**config.mk**
```make
export PLATFORM = sky130hd
export DESIGN_NAME = retransmit_timer_rto_tracker
export DESIGN_NICKNAME = d
export VERILOG_FILES = /design/src/rtl/rtt_pkg.sv /design/src/rtl/rtt_estimator.sv /design/src/rtl/retransmit_timer_rto_tracker.sv
export SDC_FILE = /design/constraint.sdc
export NUM_CORES = 2
export LEC_CHECK = 0
export BUFFER_PORTS_ARGS = -buffer_cell sky130_fd_sc_hd__buf_2
export CAP_MARGIN = 20
export CORE_MARGIN = 2
export CORE_UTILIZATION = 47
export CTS_CLUSTER_DIAMETER = 60
export DETAILED_ROUTE_END_ITERATION = 6
export HOLD_SLACK_MARGIN = 0.05
export MAX_ROUTING_LAYER = met4
export SKIP_CTS_REPAIR_TIMING = 1
export SYNTH_ARGS = -nofsm -noshare
export SYNTH_HDL_FRONTEND = slang
export SYNTH_SLANG_ARGS = --single-unit
```
**constraint.sdc**
```tcl
create_clock -name clk_i -period 10.1 [get_ports clk_i]
set_clock_uncertainty 0.15 [all_clocks]
set_input_delay 1.515 -clock clk_i [delete_from_list [all_inputs] [get_ports clk_i]]
set_output_delay 1.515 -clock clk_i [all_outputs]
set_load 0.01 [all_outputs]
```
**src/rtl/rtt_pkg.sv**
```systemverilog
// ----------------------------------------------------------------------------
// rtt_pkg
// shared types and constants of the retransmit timer rto tracker
// ----------------------------------------------------------------------------
`timescale 1ns / 1ps
`default_nettype none
package rtt_pkg;
  localparam int unsigned WindowSlots = 16;
  localparam int unsigned SlotW = $clog2(WindowSlots);
  localparam int unsigned CntW = $clog2(WindowSlots + 1);
  localparam logic [15:0] MaxPayload = 16'd1200;
  localparam logic [19:0] M20 = 20'hFFFFF;
  localparam logic [47:0] M48 = 48'hFFFF_FFFF_FFFF;

  localparam logic [1:0] CmdSend = 2'd0;
  localparam logic [1:0] CmdTick = 2'd1;
  localparam logic [1:0] CmdAck  = 2'd2;

  localparam logic [2:0] StSent    = 3'd0;
  localparam logic [2:0] StRetx    = 3'd1;
  localparam logic [2:0] StFull    = 3'd2;
  localparam logic [2:0] StTooLong = 3'd3;
  localparam logic [2:0] StStale   = 3'd4;
  localparam logic [2:0] StNone    = 3'd5;

  localparam logic [1:0] RegInitRto = 2'd0;
  localparam logic [1:0] RegFloor   = 2'd1;
  localparam logic [1:0] RegCeil    = 2'd2;

  // estimator request/response between the sequencer and the estimator
  typedef struct packed {
    logic        start;
    logic [19:0] sample;
  } est_req_t;

  typedef struct packed {
    logic        busy;
    logic        have;
    logic [19:0] base;
  } est_rsp_t;
endpackage
`default_nettype wire

```
**src/rtl/rtt_estimator.sv**
```systemverilog
// ----------------------------------------------------------------------------
// rtt_estimator
// jacobson/karels smoothed rtt/variance, three steps per sample (first: two)
// ----------------------------------------------------------------------------
`timescale 1ns / 1ps
`default_nettype none
module rtt_estimator (
  input  wire logic             clk_i,
  input  wire logic             rst_ni,
  input  wire rtt_pkg::est_req_t req_i,
  input  wire logic             init_wr_i,
  input  wire logic [19:0]      init_val_i,
  input  wire logic [19:0]      floor_i,
  output rtt_pkg::est_rsp_t     rsp_o
);
  typedef enum logic [1:0] {EsIdle, EsVar, EsSrtt, EsRto} est_state_e;
  est_state_e  state_q;
  logic [19:0] smp_q, srtt_q, var_q, base_q;
  logic        have_q;
  logic [19:0] diff;
  logic [22:0] var_sum;
  logic [22:0] srtt_sum;
  logic [22:0] rto_sum;
  logic [19:0] rto_sat;

  always_comb begin
    diff = (srtt_q > smp_q) ? srtt_q - smp_q : smp_q - srtt_q;
    var_sum = 23'(var_q) * 23'd3 + 23'(diff);
    srtt_sum = 23'(srtt_q) * 23'd7 + 23'(smp_q);
    rto_sum = 23'(srtt_q) + 23'({var_q, 2'b00});
    rto_sat = (rto_sum > 23'(rtt_pkg::M20)) ? rtt_pkg::M20 : rto_sum[19:0];
  end

  always_ff @(posedge clk_i or negedge rst_ni) begin
    if (!rst_ni) begin
      state_q <= EsIdle;
      have_q <= 1'b0;
      srtt_q <= '0;
      var_q <= '0;
      base_q <= 20'd1000;
      smp_q <= '0;
    end else begin
      unique case (state_q)
        EsIdle: begin
          if (req_i.start) begin
            smp_q <= req_i.sample;
            state_q <= EsVar;
          end else if (init_wr_i && !have_q) begin
            base_q <= init_val_i;
          end
        end
        EsVar: begin
          if (!have_q) begin
            srtt_q <= smp_q;
            var_q <= {1'b0, smp_q[19:1]};
            have_q <= 1'b1;
            state_q <= EsRto;
          end else begin
            var_q <= var_sum[21:2];
            state_q <= EsSrtt;
          end
        end
        EsSrtt: begin
          srtt_q <= srtt_sum[22:3];
          state_q <= EsRto;
        end
        EsRto: begin
          base_q <= (rto_sat < floor_i) ? floor_i : rto_sat;
          state_q <= EsIdle;
        end
        default: state_q <= EsIdle;
      endcase
    end
  end

  assign rsp_o.busy = (state_q != EsIdle);
  assign rsp_o.have = have_q;
  assign rsp_o.base = base_q;
endmodule
`default_nettype wire

```
**src/rtl/retransmit_timer_rto_tracker.sv**
```systemverilog
// ----------------------------------------------------------------------------
// retransmit_timer_rto_tracker
// slot table of outstanding packets with per-slot timers and rto estimation
// ----------------------------------------------------------------------------
// send: accept, slot write, result; tick: slots read and evaluated in turn
// ack: slots scanned likewise, each rtt sample through the shared estimator
// one command at a time
// reset clears slot valid bits and estimator state at once, no clearing pass
// ----------------------------------------------------------------------------
`timescale 1ns / 1ps
`default_nettype none
module retransmit_timer_rto_tracker (
  input  wire logic        clk_i,
  input  wire logic        rst_ni,
  input  wire logic        cfg_valid_i,
  output logic             cfg_ready_o,
  input  wire logic [1:0]  cfg_index_i,
  input  wire logic [19:0] cfg_data_i,
  input  wire logic        in_valid_i,
  output logic             in_ready_o,
  input  wire logic [1:0]  cmd_i,
  input  wire logic [47:0] now_time_i,
  input  wire logic [31:0] ack_number_i,
  input  wire logic [15:0] payload_length_i,
  output logic             out_valid_o,
  input  wire logic        out_ready_i,
  output logic [2:0]       status_o,
  output logic [31:0]      seq_out_o,
  output logic [5:0]       slot_out_o,
  output logic [6:0]       in_flight_o,
  output logic [19:0]      base_rto_out_o
);
  localparam int unsigned N = rtt_pkg::WindowSlots;
  localparam int unsigned SW = rtt_pkg::SlotW;

  typedef enum logic [2:0] {
    SIdle, SRead, SEval, SEst, SWrite, SDone
  } state_e;

  state_e state_q;
  logic [SW-1:0] idx_q;
  logic [1:0] cmd_q;
  logic [47:0] now_q;
  logic [31:0] ack_q;
  logic [N-1:0] valid_q;
  logic [31:0] next_seq_q, high_ack_q;
  logic [rtt_pkg::CntW-1:0] count_q;
  logic [19:0] floor_q, ceil_q;
  logic [2:0] status_q;
  logic [31:0] seq_q;
  logic [5:0] slot_q;
  logic out_valid_q;

  logic [31:0] mem_seq [N];
  logic [47:0] mem_sent [N];
  logic [19:0] mem_to [N];
  logic [47:0] mem_due [N];
  logic [N-1:0] once_q;
  logic [31:0] rd_seq;
  logic [47:0] rd_sent, rd_due;
  logic [19:0] rd_to;
  logic rd_once;

  logic wr_en;
  logic [SW-1:0] wr_idx;
  logic [31:0] wr_seq;
  logic [47:0] wr_sent, wr_due;
  logic [19:0] wr_to;

  rtt_pkg::est_req_t est_req;
  rtt_pkg::est_rsp_t est_rsp;
  logic [19:0] new_to_q, smp_q;
  logic [48:0] due_sum;
  logic [20:0] dbl;
  logic [48:0] rtt_diff;
  logic free_found;
  logic [SW-1:0] free_idx;
  logic last;

  assign cfg_ready_o = (state_q == SIdle) && !out_valid_q;
  assign in_ready_o = (state_q == SIdle) && !out_valid_q;

  rtt_estimator u_est (
    .clk_i     (clk_i),
    .rst_ni    (rst_ni),
    .req_i     (est_req),
    .init_wr_i (cfg_valid_i && cfg_ready_o && cfg_index_i == rtt_pkg::RegInitRto),
    .init_val_i(cfg_data_i),
    .floor_i   (floor_q),
    .rsp_o     (est_rsp)
  );

  always_comb begin
    free_found = 1'b0;
    free_idx = '0;
    for (int i = N - 1; i >= 0; i--) begin
      if (!valid_q[i]) begin
        free_found = 1'b1;
        free_idx = SW'(i);
      end
    end
  end

  // slot table memories
  always_ff @(posedge clk_i) begin
    if (wr_en) begin
      mem_seq[wr_idx] <= wr_seq;
      mem_sent[wr_idx] <= wr_sent;
      mem_to[wr_idx] <= wr_to;
      mem_due[wr_idx] <= wr_due;
    end
    rd_seq <= mem_seq[idx_q];
    rd_sent <= mem_sent[idx_q];
    rd_to <= mem_to[idx_q];
    rd_due <= mem_due[idx_q];
    rd_once <= once_q[idx_q];
  end

  always_comb begin
    due_sum = 49'(now_q) + 49'(new_to_q);
    dbl = {rd_to, 1'b0};
    rtt_diff = 49'(now_q) - 49'(rd_sent);
    last = (idx_q == SW'(N - 1));
    wr_en = (state_q == SWrite);
    wr_idx = idx_q;
    wr_seq = (cmd_q == rtt_pkg::CmdSend) ? next_seq_q : rd_seq;
    wr_sent = now_q;
    wr_to = new_to_q;
    wr_due = due_sum[48] ? rtt_pkg::M48 : due_sum[47:0];
    est_req.start = (state_q == SEst) && !est_rsp.busy;
    est_req.sample = smp_q;
  end

  always_ff @(posedge clk_i or negedge rst_ni) begin
    if (!rst_ni) begin
      state_q <= SIdle;
      valid_q <= '0;
      once_q <= '0;
      next_seq_q <= 32'd1;
      high_ack_q <= '0;
      count_q <= '0;
      floor_q <= 20'd200;
      ceil_q <= 20'd60000;
      out_valid_q <= 1'b0;
      idx_q <= '0;
      cmd_q <= '0;
      status_q <= '0;
      seq_q <= '0;
      slot_q <= '0;
      now_q <= '0;
      ack_q <= '0;
      new_to_q <= '0;
      smp_q <= '0;
    end else begin
      if (out_valid_q && out_ready_i) out_valid_q <= 1'b0;
      if (cfg_valid_i && cfg_ready_o) begin
        unique case (cfg_index_i)
          rtt_pkg::RegInitRto: ;
          rtt_pkg::RegFloor:   floor_q <= cfg_data_i;
          rtt_pkg::RegCeil:    ceil_q <= cfg_data_i;
          default: ;
        endcase
      end
      unique case (state_q)
        SIdle: begin
          if (in_valid_i && in_ready_o) begin
            cmd_q <= cmd_i;
            now_q <= now_time_i;
            ack_q <= ack_number_i;
            status_q <= rtt_pkg::StNone;
            seq_q <= '0;
            slot_q <= '0;
            idx_q <= '0;
            state_q <= SRead;
            priority if (cmd_i == rtt_pkg::CmdSend) begin
              if (payload_length_i > rtt_pkg::MaxPayload) begin
                status_q <= rtt_pkg::StTooLong;
                state_q <= SDone;
              end else if (!free_found) begin
                status_q <= rtt_pkg::StFull;
                state_q <= SDone;
              end else begin
                idx_q <= free_idx;
                new_to_q <= est_rsp.base;
                state_q <= SWrite;
              end
            end else if (cmd_i == rtt_pkg::CmdAck) begin
              if (ack_number_i <= high_ack_q) begin
                status_q <= rtt_pkg::StStale;
                state_q <= SDone;
              end else begin
                high_ack_q <= ack_number_i;
              end
            end else if (cmd_i != rtt_pkg::CmdTick) begin
              state_q <= SDone;
            end
          end
        end
        SRead: state_q <= SEval;
        SEval: begin
          if (cmd_q == rtt_pkg::CmdTick) begin
            if (valid_q[idx_q] && now_q >= rd_due) begin
              new_to_q <= (dbl > 21'(ceil_q)) ? ceil_q : dbl[19:0];
              status_q <= rtt_pkg::StRetx;
              seq_q <= rd_seq;
              slot_q <= 6'(idx_q);
              state_q <= SWrite;
            end else if (last) begin
              state_q <= SDone;
            end else begin
              idx_q <= idx_q + 1'b1;
              state_q <= SRead;
            end
          end else begin
            if (valid_q[idx_q] && rd_seq <= ack_q) begin
              valid_q[idx_q] <= 1'b0;
              if (count_q != '0) count_q <= count_q - 1'b1;
              smp_q <= rtt_diff[48] ? 20'd0 :
                       (rtt_diff[47:20] != '0) ? rtt_pkg::M20 : rtt_diff[19:0];
            end
            if (valid_q[idx_q] && rd_seq <= ack_q && rd_once) begin
              state_q <= SEst;
            end else if (last) begin
              state_q <= SDone;
            end else begin
              idx_q <= idx_q + 1'b1;
              state_q <= SRead;
            end
          end
        end
        SEst: begin
          if (!est_rsp.busy) begin
            if (last) state_q <= SDone;
            else begin
              idx_q <= idx_q + 1'b1;
              state_q <= SRead;
            end
          end
        end
        SWrite: begin
          if (cmd_q == rtt_pkg::CmdSend) begin
            valid_q[idx_q] <= 1'b1;
            once_q[idx_q] <= 1'b1;
            status_q <= rtt_pkg::StSent;
            seq_q <= next_seq_q;
            slot_q <= 6'(idx_q);
            next_seq_q <= next_seq_q + 32'd1;
            count_q <= count_q + 1'b1;
          end else begin
            once_q[idx_q] <= 1'b0;
          end
          state_q <= SDone;
        end
        SDone: begin
          if (!est_rsp.busy) begin
            out_valid_q <= 1'b1;
            state_q <= SIdle;
          end
        end
        default: state_q <= SIdle;
      endcase
    end
  end

  assign out_valid_o = out_valid_q;
  assign status_o = status_q;
  assign seq_out_o = seq_q;
  assign slot_out_o = slot_q;
  assign in_flight_o = 7'(count_q);
  assign base_rto_out_o = est_rsp.base;
endmodule
`default_nettype wire

```
# After elaboration in Yosys (flattened, before gate mapping)
# Memories as Yosys holds them, arrays and structs flattened. A register that Yosys moved wholly into a read port is not among the register bits.
# Cells that the tools add are included.
# totals
reg_bits	396
latchBits	0
ram_bits	2368
rom_bits	0
input_bits	125
n_memories	4
# classes
addsub	11
n_mul	2
n_div	0
order_cmp	10
eq_ne	32
shifts	0
muxes	121
n_bitwise	8
n_reduce_logical	43
# mem_list
memory	words	word_bits	read_ports	rd_clocked_by_memory_dff	write_ports	line	text
mem_due	16	48	1	1	1	retransmit_timer_rto_tracker.sv:57	logic [47:0] mem_due [N];
mem_sent	16	48	1	1	1	retransmit_timer_rto_tracker.sv:55	logic [47:0] mem_sent [N];
mem_seq	16	32	1	1	1	retransmit_timer_rto_tracker.sv:54	logic [31:0] mem_seq [N];
mem_to	16	20	1	1	1	retransmit_timer_rto_tracker.sv:56	logic [19:0] mem_to [N];
# ops
op	count
two-way mux 20 bit	16
two-way mux 32 bit	5
case mux 20 bit (2 select lines)	3
two-way mux 4 bit	25
case mux 32 bit (3 select lines)	1
<= comparator 32 bit	2
two-way mux 16 bit	4
two-way mux 3 bit	18
adder 48 x 20 -> 49 bit	1
subtractor 48 x 48 -> 49 bit	1
>= comparator 48 bit	1
two-way mux 48 bit	1
subtractor 20 bit	2
adder 32 x 1 -> 32 bit, second input constant	1
bitwise AND 16 bit	2
OR 16 bit	2
case mux 16 bit (2 select lines)	1
two-way mux 1 bit	29
nonzero test 28 bit	1
two-way mux 6 bit	4
inequality test 2 bit, second input constant	12
adder 20 x 22 -> 23 bit	1
adder 23 x 20 -> 23 bit	1
greater-than comparator 23 x 20 -> 1 bit, second input constant	1
44 further kinds	92

# Logic depth before layout (Yosys ltp)
# depth
word_depth	21
depth_mapped	29

# Cells and area by module
# From an unflattened synthesis, not the netlist that was laid out.
# hier_totals
cells_unflattened	7237
area_unflattened_um2	124394.3
# by_module_without_submodules
mod	n_inst	cells_per_inst	area_each_um2
retransmit_timer_rto_tracker	1	5957	113523.9
rtt_estimator	1	1280	10870.4

# Least setup slack after synthesis
# No wires, ideal clock.
# synth_timing
path_kind	flip-flop to flip-flop
startpoint	reg idx_q[1]
endpoint	reg with a tool-made name
setup_ps	97
arrival_time_ps	8666
slack_ps	1187
path_stages_with_launch	9
n_path_buf	3
cell_sequence	dfrtp_1 clkbuf_1 clkbuf_1 clkbuf_1 inv_1 ha_1 nand3_1 nor2_1 mux2_2
# synth_rtl
item	line	text
start, declared	retransmit_timer_rto_tracker.sv:41	logic [SW-1:0] idx_q;
start signal, assigned	retransmit_timer_rto_tracker.sv:183	idx_q <= free_idx;
start signal, assigned	retransmit_timer_rto_tracker.sv:211	idx_q <= idx_q + 1'b1;
start signal, assigned	retransmit_timer_rto_tracker.sv:226	idx_q <= idx_q + 1'b1;

# Worst setup path in the final report
# layout_timing
startpoint	reg u_est.srtt_q[0]
endpoint	reg u_est.var_q[18]
# layout_via
elab_chain_cells	4
# layout_rtl
item	line	text
start, declared	rtt_estimator.sv:18	logic [19:0] smp_q, srtt_q, var_q, base_q;
start signal, assigned	rtt_estimator.sv:54	srtt_q <= smp_q;
start signal, assigned	rtt_estimator.sv:64	srtt_q <= srtt_sum[22:3];
subtractor 20 bit / greater-than comparator 20 bit (equally long branches)	rtt_estimator.sv:27	diff = (srtt_q > smp_q) ? srtt_q - smp_q : smp_q - srtt_q;
two-way mux 20 bit (*)	rtt_estimator.sv:27	
adder 22 x 20 -> 22 bit (*)	rtt_estimator.sv:28	var_sum = 23'(var_q) * 23'd3 + 23'(diff);
two-way mux 20 bit (*)	rtt_estimator.sv:53	if (!have_q) begin
end signal, assigned	rtt_estimator.sv:55	var_q <= {1'b0, smp_q[19:1]};
end signal, assigned	rtt_estimator.sv:59	var_q <= var_sum[21:2];
end, declared	rtt_estimator.sv:18	
# Every way passes the cells marked *; elsewhere a longest branch is shown, timed or not.
# A chain may end at the register's enable or synchronous reset.

==> out/results.tsv <==
stage	metric	value	unit
synth	synth_xor_area_share	1.12	%
worst_hold_path	worstHoldStart	next_seq_q[31]$_DFFE_PN0P_	
power_and_ir_drop	leakage	49.6	nW
timing	fin_tns_setup	0	ps
synth	synth_cells	7058	
floorplanning	die_h	516	um
timing	whs	350	ps
floorplanning	die_area	267000	um^2
synth	synthFlopType	edfxtp_1	
synth	syn_area_per_cell	17.5	um^2
routing	first_iter_violations	6251	
clock_tree	cts_buffers	322	
worst_setup_path	crit_top_cell	inv_1	
global_routing	antenna_found_initial	9	
global_routing	grt_max_degree	139	
status	status	complete, no violations	
worst_setup_path	r2r-start	u_est.srtt_q[0]$_DFFE_PN0P_	
clock_tree	clk_latency	890	ps
timing	relSlewSlack	20.9	%
timing	drv_slew	0	
timing	setup_viol_count_final	0	
worst_setup_path	path_delay_family	compound AO/OA/AOI/OAI gates	
placed_design	port_buffers	191	
worst_setup_path	max_stage_delay	700	ps
routing	antenna_left	0	
timing	worstMarginPinSlew	1180	ps
worst_setup_path	arrival	8020	ps
synth	syn_area	123000	um^2
synth	synth-simple-area-share	3.93	%
synth	synthArstFlopShare	13.5	%
worst_setup_path	setup.worst_path.start	u_est.srtt_q[0]$_DFFE_PN0P_	
worst_hold_path	hold_class	register to register	
worst_setup_path	crit_slowest_cell	a2111oi_0	
worst_setup_path	crit_required	10670	ps
placed_design	dp_hpwl	182	mm
clock_tree	cts_num_sinks	2910	
layout	nets	7947	
worst_setup_path	r2r_slack	2650	ps
floorplanning	num_rows	188	
worst_setup_path	startpoint_type	register	
worst_setup_path	crit_type	register to register	
routing	wl_per_cell	28.0	um
layout	fillers	20808	
synth	synth_compound_area_share	4.71	%
worst_setup_path	worstRegToRegCells	26	
floorplanning	start_util	47.1	%
routing	firstDrtPassIters	6	
clock_tree	clkTransAtPathRegs	60	ps
power_and_ir_drop	power_density	325	nW/um^2
layout	final_cell_mix	edfxtp_1 (2368), mux4_2 (750), nand2_1 (440), dfrtp_1 (372), inv_1 (364)	
synth	synth.area.mux_share	15.7	%
global_routing	grt_util_all_layers	24.3	%
layout	drive_above_1_share	23.5	%
power_and_ir_drop	max-vdd-ir-drop	451	uV
routing	vias	66480	
worst_setup_path	critPathBufInv	4	
worst_setup_path	worst-path-stages	26	
synth	ys_types	94	
clock_tree	clockBufferDepth	4	
clock_tree	cts_tree	done	
synth	synth_warnings	0	
routing	drt-vias-per-instance	5.93	
placed_design	gp_routability_congestion	0.896	
synth	seq_area_frac_synth	68.0	%
clock_tree	root_buffer	clkbuf_16	
timing	min_period	7450	ps
worst_setup_path	critPathMaxFanout	18	
flow_run	max_cap_viol_count	0	
layout	fin_util	53.3	%
routing	wl	313	mm
layout	area_delta_synth_final	13.0	%
floorplanning	io_pins	196	
worst_hold_path	hold_depth	1	
global_routing	grt_pass1_vias	67505	
synth	ys_ff_latch	2910	
timing	hold_violations	0	
floorplanning	fp.dieW	516	um
synth	synth_top_family_by_area	multiplexers	
timing	clock.fmax	134	MHz
global_routing	grt_pass1_wl	464	mm
worst_setup_path	endpoint_kind	register	
timing	period_share	73.7	%
synth	synth_edf_count	2368	
routing	drc	0	
floorplanning	core-area	262000	um^2
clock_tree	ctsHtreeMaxLevel	5	
layout	final_common_cell	edfxtp_1	
timing	rsz0062_at_grt	false	
synth	synthAdderAreaFrac	4.40	%
global_routing	grt_overflow	0	
==> area by class of cell <==
type / count / area, um^2 / share of cell area, %
sequential: 2910 / 84000 / 60.2
clock buffer: 433 / 8790 / 6.30
antenna: 2 / 5.00 / 0.00359
timing repair buffer: 355 / 2410 / 1.73
tap: 3515 / 4400 / 3.15
clock inverter: 153 / 1450 / 1.04
inverter: 366 / 1370 / 0.985
multi-input combinational: 3471 / 37100 / 26.6
==> routing by layer <==
layer | vias to the layer above | GRT usage (%) | share of wire (%)
met1 | 35372 | 34.2 | 44
met3 | 448 | 2.70 | 5.2
li1 | 28637 | - | -
met2 | 2023 | 38.5 | 49
met4 | 0 | 5.66 | 2.4
met5 | - | - | 0
==> path summary, 6_finish.rpt <==
path | end
worst max register to register | u_est.var_q[18]$_DFFE_PN0P_
worst max-delay path | u_est.var_q[18]$_DFFE_PN0P_
worst min-delay path | next_seq_q[31]$_DFFE_PN0P_
min in group asynchronous | high_ack_q[10]$_DFFE_PN0P_
max in group asynchronous | idx_q[2]$_DFFE_PN0P_
worst min register to register | next_seq_q[31]$_DFFE_PN0P_
==> where the power goes <==
group	total, W	internal [W]	switching [W]
sequential	0.0170	0.0157	0.00130
clock	0.0113	0.00657	0.00478
combinational	0.0171	0.00707	0.00998
==> cell usage after synthesis (18+ instances only) <==
cell,number,area share [%]
clkbuf_1,229,0.70
a21o_1,104,0.63
and3_1,43,0.22
xnor2_1,88,0.62
mux2_2,161,1.5
a31oi_1,54,0.27
dfxtp_1,149,2.4
o21a_1,38,0.23
mux4_2,750,14
xor2_1,70,0.50
dfrtp_1,376,7.6
a22o_1,34,0.24
fa_1,63,1.0
nand2_1,441,1.3
or3_1,25,0.13
inv_1,365,1.1
nand3_1,92,0.37
mux2i_1,65,0.53
a21oi_1,193,0.78
buf_1,72,0.22
a211oi_1,21,0.13
o21ai_0,272,1.1
nor2b_1,24,0.12
o22ai_1,22,0.11
nand4_1,73,0.37
o211ai_1,43,0.26
nor2_1,150,0.46
nor3_1,42,0.17
nand2b_1,27,0.14
ha_1,333,3.4
edfxtp_1,2368,58
o21bai_1,18,0.11
==> through the flow <==
step	cell area, um^2	setup slack, ps	power [W]	std cells
after floorplan	123000	1190	0.0289	7061
after global placement	129000	2710	0.0340	10610
after detailed placement	129000	2710	0.0342	10612
after CTS	139000	2670	0.0456	11198
after global routing	139000	2030	0.0479	11204
final	139000	2650	0.0453	11205
==> sequential cells by signal, indices dropped and copies added (netlist names), 5 cells and up, named ones only <==
signal / flops
new_to_q: 20
mem_to: 320
next_seq_q: 32
mem_sent: 768
high_ack_q: 32
now_q: 48
mem_due: 768
count_q: 5
u_est.smp_q: 20
ack_q: 32
u_est.srtt_q: 20
rd_sent: 48
u_est.var_q: 20
ceil_q: 20
u_est.base_q: 20
floor_q: 20
smp_q: 20
rd_seq: 32
rd_due: 48
seq_out_o: 32
rd_to: 20
mem_seq: 512
==> cell families (layout without fill, tap and decap cells) <==
logic type,count (synthesis),count (layout)
compound gates,918,918
xor+xnor,158,158
fa+ha+maj,396,396
buf+inv,680,1307
flops,2910,2910
mux,977,977
other cells,1,6
simple gates,1018,1018
Note: power is estimated with default switching activity, not from simulation.
